==> src/sv/mhpq_ram.sv <==
// Generic single-write, single-read RAM with a registered read port.
module mhpq_ram #(
	parameter int WIDTH = 8,
	parameter int DEPTH = 16,
	localparam int AW = $clog2(DEPTH)
) (
	input  logic             clk,
	input  logic             wr_en,
	input  logic [AW-1:0]    wr_addr,
	input  logic [WIDTH-1:0] wr_data,
	input  logic             rd_en,
	input  logic [AW-1:0]    rd_addr,
	output logic [WIDTH-1:0] rd_data
);

	logic [WIDTH-1:0] mem_q [DEPTH];

	always_ff @(posedge clk) begin
		if (wr_en) begin
			mem_q[wr_addr] <= wr_data;
		end
		if (rd_en) begin
			rd_data <= mem_q[rd_addr];
		end
	end

endmodule

==> config.mk <==
export PLATFORM = sky130hd
export DESIGN_NAME = mhpq_ram
export DESIGN_NICKNAME = d
export VERILOG_FILES = /design/src/sv/mhpq_ram.sv
export SDC_FILE = /design/constraint.sdc
export NUM_CORES = 1
export LEC_CHECK = 0
export BUFFER_PORTS_ARGS = -buffer_cell sky130_fd_sc_hd__buf_4
export CORE_MARGIN = 2
export CORE_UTILIZATION = 60
export DETAILED_ROUTE_END_ITERATION = 8
export MAX_ROUTING_LAYER = met4
export PLACE_DENSITY = 0.89
export SYNTH_ARGS = -nofsm -noshare
export SYNTH_HDL_FRONTEND = slang
export SYNTH_SLANG_ARGS = --single-unit
==> constraint.sdc <==
create_clock -name clk -period 2.95 [get_ports clk]
set_clock_uncertainty 0.05 [all_clocks]
set_input_delay 0.295 -clock clk [delete_from_list [all_inputs] [get_ports clk]]
set_output_delay 0.295 -clock clk [all_outputs]
set_load 0.03 [all_outputs]
==> metrics.md <==
| Metric | Value |
|---|---|
| Gp weighted congestion | 0.7873 |
| Slew Limit Fails | 0 |
| Drt via density | 6.313 |
| # hold bufs at CTS | 0 |
| Register area share after synthesis | 0.7812 |
| Syn avg cell area | 22.83 µm² |
| DRT antenna net count | 0 |
| Worst EP arrival | 1790 ps |
| CP Cell Sequence | mux4_2, a22oi_1, nand2_1 |
| Post-synth cell types | 18 |
| Row count | 34 |
| Synthesis-to-layout area growth | 15.41% |
| Synth Area in Simple Gates | 0.03135 |
| Initial Util | 0.6083 |
| Slack of the worst reg-to-reg path | 1380 ps |
| Worst path required time | 3170 ps |
| RSZ-0062 raised after global routing | false |
| Nets | 287 |
| Max Cap Viol | 0 |
| Synth Area in XOR/XNOR | 0 |
| Chip Height | 97.34 µm |
| Clk root buf | clkbuf_8 |
| Peak Freq | 0.6360 GHz |
| Hold path start | wr_data[2] |
| GRT Total Usage | 0.2366 |
| Initial antenna violation count | 0 |
| Reg2reg start | mem_q[0][6]$_DFFE_PP_ |
| DRC | 0 |
| DR vias | 2443 |
| Worst Hold Path EP | mem_q[5][2]$_DFFE_PP_ |
| Synth Register Bits | 136 |
| Vias in the first global route | 2488 |
| Post-placement cell count | 357 |
| Worst path slowest cell | mux4_2 |
| Layout cell share with drive strength beyond 1 | 0.2616 |
| Largest net degree at the start of global routing | 33 |
| Most frequent cells in the layout | 136 x edfxtp_1, 30 x buf_4, 18 x mux4_2, 16 x a22oi_1, 16 x clkbuf_16 |
| Outcome | finished, final reports clean |
| Largest family of logic cells by synthesized area | multiplexers |
| DPL Wire Length | 5.929 mm |
| Slew headroom | 0.3671 |
| Fin Hold WS | 26.01 ps |
| Post-synthesis adder-cell area fraction | 0 |
| Worst-path clk slew | 60 ps |
| Synthesized Nets | 248 |
| Initial drt markers | 264 |
| DR WL/cell | 25.88 µm |
| Worst slew pin tran | 945.8 ps |
| Post-synthesis instance total | 229 |
| Grt ovf | 0 |
| Top-level I/O count | 27 |
| Iteration count of the initial detailed-routing pass | 6 |
| CTS tree | done |
| Peak supply drop | 0.6043 mV |
| Reg2Reg Depth | 3 |
| CTS buffer count | 17 |
| Die ar. | 0.009475 mm² |
| # diodes | 0 |
| Post-synthesis compound-gate area fraction | 0.02298 |
| Leakage power | 1.998 nW |
| Final period utilization | 0.5330 |
| Tot Pwr | 0.004318 W |
| Total Wirelength | 10.01 mm |
| Yosys warnings | 0 |
| Width of the die | 97.34 µm |
| Setup violations, final | 0 |
| IO buf count | 26 |
| Worst Path Max Fanout | 1 |
| Post-CTS Resized | 0 |
| Commonest non-fill, non-tap cell in the layout | edfxtp_1 |
| CP Launch Type | flop |
| Max Root-Sink Buffers | 2 |
| Worst Hold Class | in -> reg |
| Multiplexer share of the synthesized area | 0.1479 |
| Core Area | 0.008593 mm² |
| Endpoint class of the critical path | flop |
| H-tree levels | 4 |
| Post-CTS Setup Inserts | 0 |
| Crit-path max cell delay | 480 ps |
| First-pass GRT wire length | 15.27 mm |
| Setup Crit Path Kind | reg -> reg |
| Fin crit period | 1572 ps |
| R2r endpoint | rd_data[6]$_DFFE_PP_ |
| Setup TNS | 0 ps |
| Hold Path Stages | 1 |
| Synthesized cell area | 0.005228 mm² |
| Sink Count | 136 |
| Power Density | 715.6 mW/mm² |
| Fin. Hold Viols | 0 |
| Clk Latency, worst-skew pair | 520 ps |
| Non-Filler Instances | 387 |
-- through the flow --
step / setup WS, ps / instance area (µm²) / util
5_1_grt: 1295 / 6033 / 0.7021
6_report: 1378 / 6033 / 0.7021
2_1_floorplan: 1112 / 5228 / -
4_1_cts: 1365 / 6033 / 0.7021
3_5_place_dp: 823.2 / 5502 / 0.6402
3_3_place_gp: 847.5 / 5502 / 0.6402
-- registers in the layout, summed over array words and instances (netlist names) --
name,cells
mem_q,128
rd_data,8
-- cells in the mapped netlist (all sizes together) --
library cell   number  area (µm²)
edfxtp            136        4084
mux4               32       773.2
a22oi              16       120.1
nor2               13       48.80
nand2               9       33.78
buf                 7       56.30
nor3                4       20.02
clkdlybuf4s25       3       30.03
nand2b              2       12.51
nand3b              2       15.01
and2                1       6.260
and2b               1       7.510
nand3               1       5.000
nor2b               1       6.260
or3b                1       8.760
-- routing by layer --
metal | global-route usage | vias to the layer above | part of all wire | wire length, µm
li1 | - | 1056 | - | -
met1 | 0.3273 | 1258 | 0.41 | 4080
met2 | 0.3542 | 118 | 0.51 | 5092
met3 | 0.05827 | 11 | 0.069 | 688
met4 | 0.08440 | 0 | 0.015 | 152
met5 | - | - | 0 | 0
-- critical path: cells and delay by family, from the launching register on --
kind            cells  cell delay [ps]
compound gates      1              310
flops               1              400
simple gates        1               90
mux                 1              480
-- worst max-delay path by stage --
stage,from,to,slack [ps]
CTS,rd_addr[0],rd_data[1]$_DFFE_PP_,1360
finish,mem_q[0][6]$_DFFE_PP_,rd_data[6]$_DFFE_PP_,1380
detailed placement,rd_addr[0],rd_data[1]$_DFFE_PP_,820
global route,rd_addr[0],rd_data[0]$_DFFE_PP_,1300
floorplan,wr_addr[2],mem_q[0][0]$_DFFE_PP_,1110
global placement,rd_addr[0],rd_data[1]$_DFFE_PP_,850
-- kinds of logic after synthesis --
group	Yosys count
AND/OR/NAND/NOR	35
flip-flops	136
AO/OA/AOI/OAI	16
multiplexers	32
buffers and inverters	10
-- report_power, final --
part | switching [W] | internal (W) | leakage (nW) | total [W]
Combinational | 0.000126 | 0.0000881 | 0.516 | 0.000214
Sequential | 0.0000137 | 0.00218 | 1.24 | 0.00219
Clock | 0.000732 | 0.00118 | 0.245 | 0.00191
-- final cells by class --
type / count / area [µm²]
Sequential cell: 136 / 4084
Fill cell: 525 / 2560
Multi-Input combinational cell: 83 / 1057
Clock buffer: 20 / 425.4
Timing Repair Buffer: 30 / 225.2
Tap cell: 108 / 135.1
Clock inverter: 10 / 106.4
No activity file was read; power rests on OpenSTA's default activity.
