## config.mk

```make
export PLATFORM = sky130hd
export DESIGN_NAME = mhpq_ctrl_flat
export DESIGN_NICKNAME = d
export VERILOG_FILES = /design/src/sv/mhpq_pkg.sv /design/src/sv/mhpq_in_if.sv /design/src/sv/mhpq_ctrl.sv /design/src/flat_wrapper.sv
export SDC_FILE = /design/constraint.sdc
export NUM_CORES = 1
export LEC_CHECK = 0
export BUFFER_PORTS_ARGS = -buffer_cell sky130_fd_sc_hd__buf_2
export CAP_MARGIN = 10
export CORE_ASPECT_RATIO = 1.75
export CORE_MARGIN = 2
export CORE_UTILIZATION = 50
export DETAILED_ROUTE_END_ITERATION = 10
export PLACE_DENSITY = 0.71
export REMOVE_ABC_BUFFERS = 1
export SETUP_SLACK_MARGIN = 0.5
export SYNTH_ARGS = -nofsm -noshare
export SYNTH_HDL_FRONTEND = slang
export SYNTH_SLANG_ARGS = --single-unit
```

## constraint.sdc

```tcl
create_clock -name clk -period 6.26 [get_ports clk]
set_clock_uncertainty 0.2 [all_clocks]
set_input_delay 0.313 -clock clk [delete_from_list [all_inputs] [get_ports clk]]
set_output_delay 0.313 -clock clk [all_outputs]
set_load 0.03 [all_outputs]
```

## src/sv/mhpq_pkg.sv

```systemverilog
// Package with the sizes, codes and shared types of the min-heap priority queue.
package mhpq_pkg;

	localparam int CAPACITY = 1024;
	localparam int KEY_BITS = 20;
	localparam int IDX_W = $clog2(CAPACITY);
	localparam int CNT_W = $clog2(CAPACITY + 1);
	localparam int POS_W = CNT_W + 1;
	localparam int CMD_W = 2;
	localparam int STAT_W = 2;

	typedef logic [KEY_BITS-1:0] key_t;
	typedef logic [IDX_W-1:0] idx_t;
	typedef logic [CNT_W-1:0] cnt_t;
	typedef logic [POS_W-1:0] pos_t;

	typedef enum logic [CMD_W-1:0] {
		CMD_INSERT  = 2'd0,
		CMD_EXTRACT = 2'd1,
		CMD_PEEK    = 2'd2,
		CMD_CHANGE  = 2'd3
	} cmd_t;

	typedef enum logic [STAT_W-1:0] {
		ST_OK        = 2'd0,
		ST_EMPTY     = 2'd1,
		ST_FULL      = 2'd2,
		ST_NOT_FOUND = 2'd3
	} status_t;

	typedef struct packed {
		key_t    result_key;
		status_t status;
		cnt_t    occupancy;
	} rsp_t;

	typedef struct packed {
		logic rd_en;
		idx_t rd_addr;
		logic wr_en;
		idx_t wr_addr;
		key_t wr_data;
	} ram_req_t;

endpackage

```

## src/sv/mhpq_in_if.sv

```systemverilog
// Command channel interface of the min-heap priority queue.
interface mhpq_in_if;
	logic                       valid;
	logic                       ready;
	logic [mhpq_pkg::CMD_W-1:0] command;
	mhpq_pkg::key_t             key_value;
	mhpq_pkg::key_t             new_key;

	modport source (output valid, command, key_value, new_key, input ready);
	modport sink (input valid, command, key_value, new_key, output ready);
endinterface

```

## src/sv/mhpq_ctrl.sv

```systemverilog
// Heap sequencer: search, sift up and sift down around one shared key comparator.
module mhpq_ctrl (
	input  logic               clk,
	input  logic               arst_n,
	mhpq_in_if.sink            req,
	output mhpq_pkg::ram_req_t ram_req,
	input  mhpq_pkg::key_t     ram_rd_data,
	input  logic               rsp_free,
	output logic               rsp_valid,
	output mhpq_pkg::rsp_t     rsp_data
);

	typedef enum logic [11:0] {
		S_IDLE    = 12'b0000_0000_0001,
		S_EX_ROOT = 12'b0000_0000_0010,
		S_EX_LAST = 12'b0000_0000_0100,
		S_PK_ROOT = 12'b0000_0000_1000,
		S_SRCH    = 12'b0000_0001_0000,
		S_CHG_DIR = 12'b0000_0010_0000,
		S_UP      = 12'b0000_0100_0000,
		S_UP_CMP  = 12'b0000_1000_0000,
		S_DN      = 12'b0001_0000_0000,
		S_DN_L    = 12'b0010_0000_0000,
		S_DN_R    = 12'b0100_0000_0000,
		S_DONE    = 12'b1000_0000_0000
	} state_t;

	state_t              state_q, state_d;
	mhpq_pkg::cnt_t      count_q, count_d;
	mhpq_pkg::key_t      key_in_q, key_in_d;
	mhpq_pkg::key_t      nkey_q, nkey_d;
	mhpq_pkg::key_t      key_q, key_d;
	mhpq_pkg::idx_t      pos_q, pos_d;
	mhpq_pkg::cnt_t      srch_q, srch_d;
	mhpq_pkg::key_t      best_val_q, best_val_d;
	logic                best_left_q, best_left_d;
	mhpq_pkg::key_t      res_key_q, res_key_d;
	mhpq_pkg::status_t   status_q, status_d;

	mhpq_pkg::key_t      cmp_a, cmp_b;
	logic                cmp_lt, cmp_eq;
	mhpq_pkg::idx_t      parent_idx;
	mhpq_pkg::pos_t      left_pos, right_pos, count_ext;
	logic                left_in, right_in;
	mhpq_pkg::cnt_t      srch_nxt;

	always_comb begin
		case (state_q)
			S_SRCH: begin
				cmp_a = ram_rd_data;
				cmp_b = key_in_q;
			end
			S_CHG_DIR: begin
				cmp_a = nkey_q;
				cmp_b = key_in_q;
			end
			S_UP_CMP: begin
				cmp_a = key_q;
				cmp_b = ram_rd_data;
			end
			S_DN_L: begin
				cmp_a = ram_rd_data;
				cmp_b = key_q;
			end
			S_DN_R: begin
				cmp_a = ram_rd_data;
				cmp_b = best_val_q;
			end
			default: begin
				cmp_a = key_q;
				cmp_b = key_q;
			end
		endcase
	end

	assign cmp_lt = cmp_a < cmp_b;
	assign cmp_eq = cmp_a == cmp_b;

	assign parent_idx = mhpq_pkg::idx_t'(pos_q - 1'b1) >> 1;
	assign left_pos   = mhpq_pkg::pos_t'({pos_q, 1'b1});
	assign right_pos  = mhpq_pkg::pos_t'(left_pos + 1'b1);
	assign count_ext  = mhpq_pkg::pos_t'(count_q);
	assign left_in    = left_pos < count_ext;
	assign right_in   = right_pos < count_ext;
	assign srch_nxt   = mhpq_pkg::cnt_t'(srch_q + 1'b1);

	assign req.ready          = state_q == S_IDLE;
	assign rsp_valid          = state_q == S_DONE;
	assign rsp_data.result_key = res_key_q;
	assign rsp_data.status     = status_q;
	assign rsp_data.occupancy  = count_q;

	always_comb begin
		state_d     = state_q;
		count_d     = count_q;
		key_in_d    = key_in_q;
		nkey_d      = nkey_q;
		key_d       = key_q;
		pos_d       = pos_q;
		srch_d      = srch_q;
		best_val_d  = best_val_q;
		best_left_d = best_left_q;
		res_key_d   = res_key_q;
		status_d    = status_q;
		ram_req     = '0;

		unique case (state_q)
			S_IDLE: begin
				if (req.valid) begin
					key_in_d  = req.key_value;
					nkey_d    = req.new_key;
					res_key_d = '0;
					status_d  = mhpq_pkg::ST_OK;
					srch_d    = '0;
					unique case (mhpq_pkg::cmd_t'(req.command))
						mhpq_pkg::CMD_INSERT: begin
							if (count_q == mhpq_pkg::cnt_t'(mhpq_pkg::CAPACITY)) begin
								status_d = mhpq_pkg::ST_FULL;
								state_d  = S_DONE;
							end else begin
								key_d   = req.key_value;
								pos_d   = count_q[mhpq_pkg::IDX_W-1:0];
								count_d = mhpq_pkg::cnt_t'(count_q + 1'b1);
								state_d = S_UP;
							end
						end
						mhpq_pkg::CMD_EXTRACT: begin
							if (count_q == '0) begin
								status_d = mhpq_pkg::ST_EMPTY;
								state_d  = S_DONE;
							end else begin
								ram_req.rd_en = 1'b1;
								state_d       = S_EX_ROOT;
							end
						end
						mhpq_pkg::CMD_PEEK: begin
							if (count_q == '0) begin
								status_d = mhpq_pkg::ST_EMPTY;
								state_d  = S_DONE;
							end else begin
								ram_req.rd_en = 1'b1;
								state_d       = S_PK_ROOT;
							end
						end
						mhpq_pkg::CMD_CHANGE: begin
							if (count_q == '0) begin
								status_d = mhpq_pkg::ST_EMPTY;
								state_d  = S_DONE;
							end else begin
								ram_req.rd_en = 1'b1;
								state_d       = S_SRCH;
							end
						end
						default: begin
							state_d = S_IDLE;
						end
					endcase
				end
			end
			S_EX_ROOT: begin
				res_key_d       = ram_rd_data;
				count_d         = mhpq_pkg::cnt_t'(count_q - 1'b1);
				ram_req.rd_en   = 1'b1;
				ram_req.rd_addr = mhpq_pkg::idx_t'(count_q - 1'b1);
				state_d         = S_EX_LAST;
			end
			S_EX_LAST: begin
				key_d   = ram_rd_data;
				pos_d   = '0;
				state_d = S_DN;
			end
			S_PK_ROOT: begin
				res_key_d = ram_rd_data;
				state_d   = S_DONE;
			end
			S_SRCH: begin
				if (cmp_eq) begin
					pos_d   = srch_q[mhpq_pkg::IDX_W-1:0];
					state_d = S_CHG_DIR;
				end else if (srch_nxt == count_q) begin
					status_d = mhpq_pkg::ST_NOT_FOUND;
					state_d  = S_DONE;
				end else begin
					srch_d          = srch_nxt;
					ram_req.rd_en   = 1'b1;
					ram_req.rd_addr = srch_nxt[mhpq_pkg::IDX_W-1:0];
				end
			end
			S_CHG_DIR: begin
				key_d = nkey_q;
				if (cmp_lt) begin
					state_d = S_UP;
				end else if (cmp_eq) begin
					state_d = S_DONE;
				end else begin
					state_d = S_DN;
				end
			end
			S_UP: begin
				if (pos_q == '0) begin
					ram_req.wr_en   = 1'b1;
					ram_req.wr_addr = pos_q;
					ram_req.wr_data = key_q;
					state_d         = S_DONE;
				end else begin
					ram_req.rd_en   = 1'b1;
					ram_req.rd_addr = parent_idx;
					state_d         = S_UP_CMP;
				end
			end
			S_UP_CMP: begin
				ram_req.wr_en   = 1'b1;
				ram_req.wr_addr = pos_q;
				if (cmp_lt) begin
					ram_req.wr_data = ram_rd_data;
					pos_d           = parent_idx;
					state_d         = S_UP;
				end else begin
					ram_req.wr_data = key_q;
					state_d         = S_DONE;
				end
			end
			S_DN: begin
				if (left_in) begin
					ram_req.rd_en   = 1'b1;
					ram_req.rd_addr = left_pos[mhpq_pkg::IDX_W-1:0];
					state_d         = S_DN_L;
				end else begin
					ram_req.wr_en   = 1'b1;
					ram_req.wr_addr = pos_q;
					ram_req.wr_data = key_q;
					state_d         = S_DONE;
				end
			end
			S_DN_L: begin
				if (right_in) begin
					best_val_d      = cmp_lt ? ram_rd_data : key_q;
					best_left_d     = cmp_lt;
					ram_req.rd_en   = 1'b1;
					ram_req.rd_addr = right_pos[mhpq_pkg::IDX_W-1:0];
					state_d         = S_DN_R;
				end else begin
					ram_req.wr_en   = 1'b1;
					ram_req.wr_addr = pos_q;
					if (cmp_lt) begin
						ram_req.wr_data = ram_rd_data;
						pos_d           = left_pos[mhpq_pkg::IDX_W-1:0];
						state_d         = S_DN;
					end else begin
						ram_req.wr_data = key_q;
						state_d         = S_DONE;
					end
				end
			end
			S_DN_R: begin
				ram_req.wr_en   = 1'b1;
				ram_req.wr_addr = pos_q;
				if (cmp_lt) begin
					ram_req.wr_data = ram_rd_data;
					pos_d           = right_pos[mhpq_pkg::IDX_W-1:0];
					state_d         = S_DN;
				end else if (best_left_q) begin
					ram_req.wr_data = best_val_q;
					pos_d           = left_pos[mhpq_pkg::IDX_W-1:0];
					state_d         = S_DN;
				end else begin
					ram_req.wr_data = key_q;
					state_d         = S_DONE;
				end
			end
			S_DONE: begin
				if (rsp_free) begin
					state_d = S_IDLE;
				end
			end
			default: begin
				state_d = S_IDLE;
			end
		endcase
	end

	always_ff @(posedge clk or negedge arst_n) begin
		if (!arst_n) begin
			state_q <= S_IDLE;
			count_q <= '0;
		end else begin
			state_q <= state_d;
			count_q <= count_d;
		end
	end

	always_ff @(posedge clk) begin
		key_in_q    <= key_in_d;
		nkey_q      <= nkey_d;
		key_q       <= key_d;
		pos_q       <= pos_d;
		srch_q      <= srch_d;
		best_val_q  <= best_val_d;
		best_left_q <= best_left_d;
		res_key_q   <= res_key_d;
		status_q    <= status_d;
	end

endmodule

```

## src/flat_wrapper.sv

```systemverilog
// flat-port wrapper written by rule: the top's interface ports become plain ports
module mhpq_ctrl_flat 
  (clk, arst_n, ram_req, ram_rd_data, rsp_free, rsp_valid, rsp_data, req_valid, req_command, req_key_value, req_new_key, req_ready);
  mhpq_in_if req_i ();
  input  logic clk;
  input  logic arst_n;
  output mhpq_pkg::ram_req_t ram_req;
  input  mhpq_pkg::key_t ram_rd_data;
  input  logic rsp_free;
  output logic rsp_valid;
  output mhpq_pkg::rsp_t rsp_data;
  input wire logic [$bits(req_i.valid)-1:0] req_valid;
  input wire logic [$bits(req_i.command)-1:0] req_command;
  input wire logic [$bits(req_i.key_value)-1:0] req_key_value;
  input wire logic [$bits(req_i.new_key)-1:0] req_new_key;
  output wire logic [$bits(req_i.ready)-1:0] req_ready;
  assign req_i.valid = req_valid;
  assign req_i.command = req_command;
  assign req_i.key_value = req_key_value;
  assign req_i.new_key = req_new_key;
  assign req_ready = req_i.ready;
  mhpq_ctrl u_core (.clk(clk), .arst_n(arst_n), .req(req_i), .ram_req(ram_req), .ram_rd_data(ram_rd_data), .rsp_free(rsp_free), .rsp_valid(rsp_valid), .rsp_data(rsp_data));
endmodule
```

==> metrics.csv, run 1 <==
metric;value;unit
post_drt_via_cell_ratio;6.59;
period_minus_slack;5510;ps
ir_worst_vdd;0.000278;V
path_cells;nor3_4, nand4_2, nor3b_4, or3_4, nor2_1, buf_4, a221o_1, ha_1, nand4_1, or2_2, a21oi_1, o31ai_4, nand2_1, buf_6, a21bo_1, buf_4, o2bb2ai_1, buf_2;
cap_violations;0;
slowest_stage;dfrtp_1;
synth_seq_cells;147;
power_density;379;nW/µm²
syn_avg_cell_area;10.4;µm²
port_buffers;142;
core_area;20200;µm²
cp.required;5750;ps
crit_top_cell;buf_4;
synth_area_leaders;edfxtp_1 36%, ha_1 5.6%, dfrtp_1 5.4%;
wl_per_cell;24.5;µm
power;4.64;mW
swShare;0.423;
drive_gt1_frac;0.224;
dpl_worst_slack;913;ps
drtAntennaViolNets;0;
grt_pass1_wl;53400;µm
cts_tree;built;
fin_ws;751;ps
syn-cell-area;10200;µm²
synth_cell_types;92;
p_int;2.68;mW
vias;9362;
dieArea;21700;µm²
die_height;193;µm
drcViolationCount;0;
wl;34800;µm
diodes;0;
hpwl;24900;µm
utilization;0.607;
clkPwrFrac;0.230;
initial_core_util;0.507;
async_reset_ff_frac;0.156;
clock_path_buffers;2;
yosysTopAreaCell;edfxtp_1;
crit_type;flip-flop to output pin;
ys.flop_type;edfxtp_1;
seqPwrFrac;0.356;
status;finished clean;
synth_edf_count;124;
end_kind;output pin;
drt_iter0_drc;1047;
yosysSeqAreaShare;0.420;
gp_congestion;1.02;
leakage;4.91;nW
maxSlewViolCount;0;
relSlewSlack;0.201;
cts_max_level;4;
critPathTopFamily;simple AND/OR/NAND/NOR gates;
die_w;112;µm
yosys_warnings;0;
tightest_slew;1200;ps
grt_usage;0.320;
insertion_delay;450;ps
overflow;0;
grt_max_degree;41;
final_nets;1271;
arrival;5000;ps
path_max_fanout;23;
switching_power;1.96;mW
startpoint_type;flip-flop;
syn-instance-count;989;
root_buffer;clkbuf_16;
hold_path.class;input port to flip-flop;
fmax;182;MHz
pwr-share-comb;0.414;
syn_to_final_growth;19.7;%
final_cell_mix;142 x buf_2, 124 x edfxtp_1, 96 x nand2_1, 70 x a21oi_1, 48 x nor2_1;
cts_sinks;147;
clk_pin_slew_worst_paths;70;ps
setup_viol;0;
fp-row-count;69;
design.portCount;143;
synth_top_cell_area_share;0.364;
detail_route.first_pass.iterations;9;
layout_commonest_cell;buf_2;
numCtsBuffers;17;
critical_path_buf_inv_count;4;
antenna_found_initial;0;
hold_viol_final;0;
slowest_delay;510;ps
rsz0062_at_grt;no;
final.period_utilization;0.880;
grt_pass1_vias;9555;
## worst paths after layout
kind	start	endpoint	slack, ps	depth (start not counted)
max in group asynchronous	arst_n	u_core.state_q[4]	5300	2
min in group asynchronous	arst_n	u_core.state_q[11]	190	2
hold reg to reg	u_core.count_q[2]	u_core.count_q[2]	430	2
setup / recovery	u_core.state_q[2]	ram_req[8]	750	18
hold / removal	ram_rd_data[5]	u_core.best_val_q[5]	30	3
setup reg to reg	u_core.state_q[2]	u_core.pos_q[5]	1110	16
## stage by stage
step | area [µm²] | hold slack [ps] | setup TNS, ps | std cells
2_1_floorplan | 9910 | -183 | -74120 | 923
3_3_place_gp | 11200 | 120 | 0 | 1342
3_5_place_dp | 11200 | 126 | 0 | 1342
4_1_cts | 12200 | 9.78 | 0 | 1419
5_1_grt | 12300 | 40.5 | 0 | 1420
6_report | 12300 | 25.6 | 0 | 1420
## Yosys cell counts (all sizes together), types with 7 or more instances
cell type and number:
a21boi 17, a21o 8, a21oi 73, a221o 41
a222oi 23, a22oi 7, and2 42, buf 29
clkbuf 37, dfrtp 22, edfxtp 124, ha 46
inv 29, mux2i 18, nand2 99, nand3 23
nand4 14, nor2 50, nor2b 16, nor3 17
nor3b 9, nor4 13, o211ai 8, o21ai 32
o221ai 10, o2bb2ai 19, o31ai 8, or3 9
xnor2 36, xor2 23
## power groups by stage
stage | Clock [mW] | Sequential (mW) | Combinational, mW
CTS | 1.08 | 1.64 | 1.89
floorplan | 0 | 1.72 | 1.12
detailed placement | 0 | 1.66 | 1.86
finish | 1.07 | 1.65 | 1.92
global placement | 0 | 1.66 | 1.83
global route | 1.11 | 1.67 | 2.07
## sequential cells by signal (all words and copies together) (netlist names)
name,cells
u_core.key_in_q,20
u_core.count_q,11
u_core.best_val_q,20
u_core.best_left_q,1
u_core.srch_q,11
u_core.key_q,20
u_core.res_key_q,20
u_core.nkey_q,20
u_core.pos_q,10
u_core.state_q,12
u_core.status_q,2
## cell families after synthesis
group | Yosys count | share of synthesized area
simple gates | 327 | 0.182
xor+xnor | 63 | 0.0600
compound gates | 291 | 0.221
fa+ha+maj | 46 | 0.0562
mux | 18 | 0.0176
flops | 147 | 0.420
buf+inv | 97 | 0.0434
## worst reg2reg max path: cells and delay by family (launching register included)
family,cells,cell delay [ps]
simple gates,5,1050
compound gates,7,2150
fa+ha+maj,1,280
buf+inv,3,590
flops,1,510
## metal layers
| layer | share of wire | GRT usage |
|---|---|---|
| met1 | 0.35 | 0.337 |
| met5 | 0 | 0 |
| met3 | 0.060 | 0.0508 |
| met2 | 0.53 | 0.580 |
| met4 | 0.068 | 0.207 |
## final cells by class
| class | instances | area, µm² |
|---|---|---|
| clock inverter | 15 | 181 |
| inverter | 31 | 116 |
| sequential | 147 | 4300 |
| multi-input combinational | 745 | 5530 |
| clock buffer | 17 | 425 |
| tap | 248 | 310 |
| timing repair buffer | 217 | 1400 |
| fill | 1713 | 7940 |
## repair_timing
item	CTS	global route
buffers inserted	0	1
setup endpoints to repair	2	28
endpoints found under the hold margin	80	0
pin swaps	1	2
hold buffers	45	0
resized for setup	0	7
Power figures use the tool's default switching activity.
==> inputs of run 2 (changes only) <==
--- a/config.mk
+++ b/config.mk
@@ -5,6 +5,7 @@
 export SDC_FILE = /design/constraint.sdc
 export NUM_CORES = 1
 export LEC_CHECK = 0
+export ABC_AREA = 1
 export BUFFER_PORTS_ARGS = -buffer_cell sky130_fd_sc_hd__buf_2
 export CAP_MARGIN = 10
 export CORE_ASPECT_RATIO = 1.75
==> metrics.csv, run 2 <==
metric;value;unit
crit_type;flip-flop to output pin;
dpl_cell_area;11400;µm²
setup_viol;0;
ys.flop_type;edfxtp_1;
register_area;4300;µm²
startpoint_type;flip-flop;
diodes;0;
drcViolationCount;0;
yosys_warnings;0;
core_area;20800;µm²
cts_sinks;147;
ir_worst_vdd;0.000292;V
timing.hold.ws;27.0;ps
dpl_worst_slack;1090;ps
overflow;0;
syn-instance-count;1385;
synth_edf_count;124;
synthMostInstantiatedCell;nand2_1;
gp_congestion;0.949;
top_layer;met4;
multi_input_area;5170;µm²
antenna_found_initial;0;
slowest_stage;inv_1;
fin_cells;1812;
layout_commonest_cell;nand2_1;
drt_iter0_drc;1069;
arrival;4820;ps
fmax;188;MHz
initial_core_util;0.506;
drive_gt1_frac;0.161;
wl_per_cell;20.0;µm
synth_area_leaders;edfxtp_1 35%, nand2_1 13%, inv_1 6.7%;
fin_setup_tns;0;ps
fin_ws;927;ps
place_inst;1736;
wl;36300;µm
slowest_delay;670;ps
yosysSeqAreaShare;0.409;
hold_viol_final;0;
design.portCount;143;
ys_top_cells_by_count;362 x nand2_1, 187 x inv_1, 128 x nor2_1, 124 x edfxtp_1, 90 x nand3_1;
grt_max_degree;41;
cp.required;5750;ps
grt_pass1_vias;10600;
numCtsBuffers;17;
path_max_fanout;35;
clock_path_buffers;2;
final_cell_mix;361 x nand2_1, 186 x inv_1, 142 x buf_2, 126 x nor2_1, 124 x edfxtp_1;
end_kind;output pin;
grt_pass1_wl;54900;µm
clk_pin_slew_worst_paths;60;ps
tightest_slew;1130;ps
dieArea;22200;µm²
synth_top_cell_area_share;0.354;
syn_to_final_growth;18.5;%
wl_met1;12200;µm
fp-row-count;70;
syn-cell-area;10500;µm²
power_density;567;nW/µm²
fillers;1879;
crit_top_cell;nand2_1;
cts_tree;built;
detail_route.first_pass.iterations;6;
yosysTopAreaCell;edfxtp_1;
cap_violations;0;
root_buffer;clkbuf_16;
status;finished clean;
async_reset_ff_frac;0.156;
syn_avg_cell_area;7.59;µm²
final.period_utilization;0.852;
rsz0062_at_grt;no;
vias;10700;
wl_met2;18500;µm
cts_max_level;4;
dr_wl_met3;2640;µm
utilization;0.600;
die_height;196;µm
leakage;5.85;nW
power;7.06;mW
maxSlewViolCount;0;
port_buffers;142;
hpwl;25800;µm
drtAntennaViolNets;0;
synth_cell_types;52;
post_drt_via_cell_ratio;5.90;
final_nets;1659;
grt_usage;0.324;
synth_seq_cells;147;
hold_path.class;input port to flip-flop;
path_cells;nor2_1, nand2_2, nor2_1, nand2_1, nand3_1, inv_1, o221ai_1, ha_1, nand2_1, nor2_1, nand2_1, nor2_1, nand2_1, nand3_2, buf_4, nand2_1, inv_1, o211ai_1, nand2_1, buf_2;
post-route-cell-area;12500;µm²
period_minus_slack;5330;ps
die_w;114;µm
insertion_delay;440;ps
relSlewSlack;0.246;
==> run 2: logic make-up (layout without fill, tap and decap cells) <==
group | after synthesis | in the layout | share of synthesized area
buffers and inverters | 269 | 444 | 0.103
flip-flops | 147 | 147 | 0.409
AO/OA/AOI/OAI | 237 | 237 | 0.143
AND/OR/NAND/NOR | 665 | 665 | 0.273
adder cells (fa/ha/maj) | 46 | 46 | 0.0548
XOR/XNOR | 21 | 21 | 0.0175
==> run 2: repair_timing <==
action / CTS / global route
gates resized for setup: 0 / 9
buffers inserted: 0 / 0
setup endpoints to repair: 0 / 23
hold buffers: 43 / 0
hold endpoints to repair: 70 / 0
==> run 2: metal layers <==
layer / vias to the layer above / global-route usage
li1: 4980 / -
met1: 4928 / 0.339
met2: 602 / 0.565
met3: 183 / 0.0522
met4: 0 / 0.259
met5: - / 0
==> run 2: report_power, final <==
part / switching, mW / internal (mW) / total, mW
Clock: 0.412 / 0.701 / 1.11
Combinational: 2.79 / 1.10 / 3.89
Sequential: 0.357 / 1.70 / 2.06
Total: 3.56 / 3.50 / 7.06
==> run 2: final timing paths <==
kind	start	endpoint	slack, ps	cells after the start
worst max-delay path	u_core.state_q[0]	ram_req[3]	930	20
worst min register to register	u_core.nkey_q[12]	u_core.key_q[12]	400	2
worst max register to register	u_core.state_q[1]	u_core.srch_q[0]	1630	20
max in group asynchronous	arst_n	u_core.count_q[1]	5250	2
worst min-delay path	rsp_free	u_core.state_q[11]	30	4
min in group asynchronous	arst_n	u_core.state_q[3]	210	2
==> run 2: area by class of cell <==
cell class / count / share of cell area
multi-input combinational: 969 / 0.415
sequential: 147 / 0.345
timing repair buffer: 196 / 0.0982
inverter: 215 / 0.0655
clock buffer: 20 / 0.0351
tap: 252 / 0.0253
clock inverter: 12 / 0.0150
timing repair inverter: 1 / 0.000603
==> run 2: worst max-delay path: cells and delay by family, from the launching register on <==
family | cells | cell delay [ps]
compound gates | 2 | 330
fa+ha+maj | 1 | 340
buf+inv | 4 | 1360
flops | 1 | 550
simple gates | 13 | 1790
==> inputs of run 3 (changes only) <==
--- a/config.mk
+++ b/config.mk
@@ -13,6 +13,7 @@
 export CORE_UTILIZATION = 50
 export DETAILED_ROUTE_END_ITERATION = 10
 export PLACE_DENSITY = 0.71
+export RECOVER_POWER = 50
 export REMOVE_ABC_BUFFERS = 1
 export SETUP_SLACK_MARGIN = 0.5
 export SYNTH_ARGS = -nofsm -noshare
==> metrics.csv, run 3 (same netlist as run 2, synthesis figures left out) <==
metric;value;unit
status;finished with violations;
violations;capacitance limit, slew limit;
syn_to_final_growth;17.3;%
reg2reg_depth;20;
arrival;4830;ps
crit_top_cell;nand2_1;
worstHoldStart;rsp_free;
hold_path.class;input port to flip-flop;
final_cell_mix;365 x nand2_1, 188 x inv_1, 130 x nor2_1, 124 x edfxtp_1, 90 x nand3_1;
drcViolationCount;0;
cap_violations;3;
final_nets;1659;
relSlewSlack;-0.780;
overflow;0;
critPathLaunch;u_core.state_q[0];
clk_pin_slew_worst_paths;60;ps
maxSlewViolCount;86;
wl_per_cell;20.0;µm
crit_type;flip-flop to output pin;
clock_path_buffers;2;
startpoint_type;flip-flop;
rsz0062_at_grt;no;
use_met2;0.565;
detail_route.first_pass.iterations;6;
drt_iter0_drc;1087;
fin_setup_tns;0;ps
die_w;114;µm
gp_congestion;0.949;
ff2ff_setup_slack;1580;ps
vias;10700;
cts_tree;built;
antenna_found_initial;0;
layout_commonest_cell;nand2_1;
cp.required;5750;ps
cts_sinks;147;
setup_viol;0;
die_height;196;µm
grt_usage;0.324;
grt_max_degree;41;
fillers;1921;
core_area;20800;µm²
design.portCount;143;
use_met3;0.0522;
dpl_cell_area;11400;µm²
final.period_utilization;0.854;
numCtsBuffers;17;
slowest_stage;inv_1;
drive_gt1_frac;0.115;
slowest_delay;660;ps
fmax;187;MHz
post_drt_via_cell_ratio;5.89;
grt_pass1_vias;10600;
port_buffers;142;
holdPathStages;4;
hold_viol_final;0;
cts_max_level;4;
root_buffer;clkbuf_16;
dieArea;22200;µm²
critical_path_buf_inv_count;4;
r2r-start;u_core.state_q[1];
path_cells;nor2_1, nand2_1, nor2_1, nand2_1, nand3_1, inv_1, o221ai_1, ha_1, nand2_1, nor2_1, nand2_1, nor2_1, nand2_1, nand3_2, buf_4, nand2_1, inv_1, o211ai_1, nand2_1, buf_2;
power_density;568;nW/µm²
drtAntennaViolNets;0;
path_max_fanout;35;
critPathTopFamily;simple AND/OR/NAND/NOR gates;
grt_pass1_wl;54900;µm
min_to;u_core.state_q[11];
insertion_delay;440;ps
leakage;5.68;nW
hpwl;25800;µm
diodes;0;
initial_core_util;0.506;
fp-row-count;70;
grt_busiest_layer;met2;
period_minus_slack;5340;ps
timing.rr.end;u_core.srch_q[0];
use_met1;0.339;
tightest_slew;2670;ps
wl;36300;µm
post-route-cell-area;12300;µm²
end_kind;output pin;
ir_worst_vdd;0.000293;V
[run 3: cell count changes in the layout (fill, tap and decap cells not counted), moves of 3 or more]
cell,delta
nand2_2,-3
nand2_1,+4
inv_2,-3
clkbuf_1,+58
buf_4,-3
buf_2,-55
nor2_1,+4
[run 3: worst max path at each step]
stage / endpoint / slack (ps) / depth (start not counted)
global route: ram_req[3] / 520 / 21
CTS: ram_req[3] / 600 / 23
global placement: ram_req[3] / 1210 / 23
detailed placement: ram_req[3] / 1090 / 23
finish: ram_req[3] / 920 / 20
floorplan: u_core.pos_q[0] / 1400 / 18
[run 3: final cells by class]
class                           count  area, µm²  share of cell area
Timing Repair inverter              1       7.51            0.000609
Tap cell                          252        315              0.0256
Clock inverter                     12        186              0.0151
Clock buffer                       20        437              0.0354
Multi-Input combinational cell    969       5120               0.416
Sequential cell                   147       4300               0.349
Timing Repair Buffer              196       1140              0.0928
Inverter                          215        816              0.0662
[run 3: power breakdown]
| group | leakage (nW) | total [mW] | internal, mW | switching, mW |
|---|---|---|---|---|
| clock | 0.297 | 1.12 | 0.701 | 0.417 |
| sequential | 1.45 | 2.08 | 1.72 | 0.362 |
| combinational | 3.93 | 3.81 | 1.05 | 2.76 |
[run 3: stage by stage]
step           setup slack (ps)  hold slack [ps]   util  total power, mW  instances
2_1_floorplan              1400             -183      -             4.60       1331
3_3_place_gp               1210              138  0.548             5.76       1736
3_5_place_dp               1090              147  0.548             5.85       1736
4_1_cts                     596             22.0  0.599             6.99       1811
5_1_grt                     524             45.8  0.594             7.48       1812
6_report                    916             26.4  0.594             7.00       1812
[run 3: per-layer routing]
layer | wire length [µm] | vias up
li1 | - | 4983
met1 | 12300 | 4910
met2 | 18700 | 609
met3 | 2540 | 175
met4 | 2820 | 0
met5 | 0 | -
[run 3: worst min-delay path: stages]
cell     delay, ps
buf_2           70
inv_1           30
nand2_1        140
nand2_1         70
[run 3: timing repair]
| action | in CTS | in global routing |
|---|---|---|
| setup buffers | 0 | 0 |
| resized for setup | 0 | 9 |
| setup endpoints to repair | 0 | 23 |
| endpoints found under the hold margin | 70 | 0 |
| hold buffers | 43 | 0 |
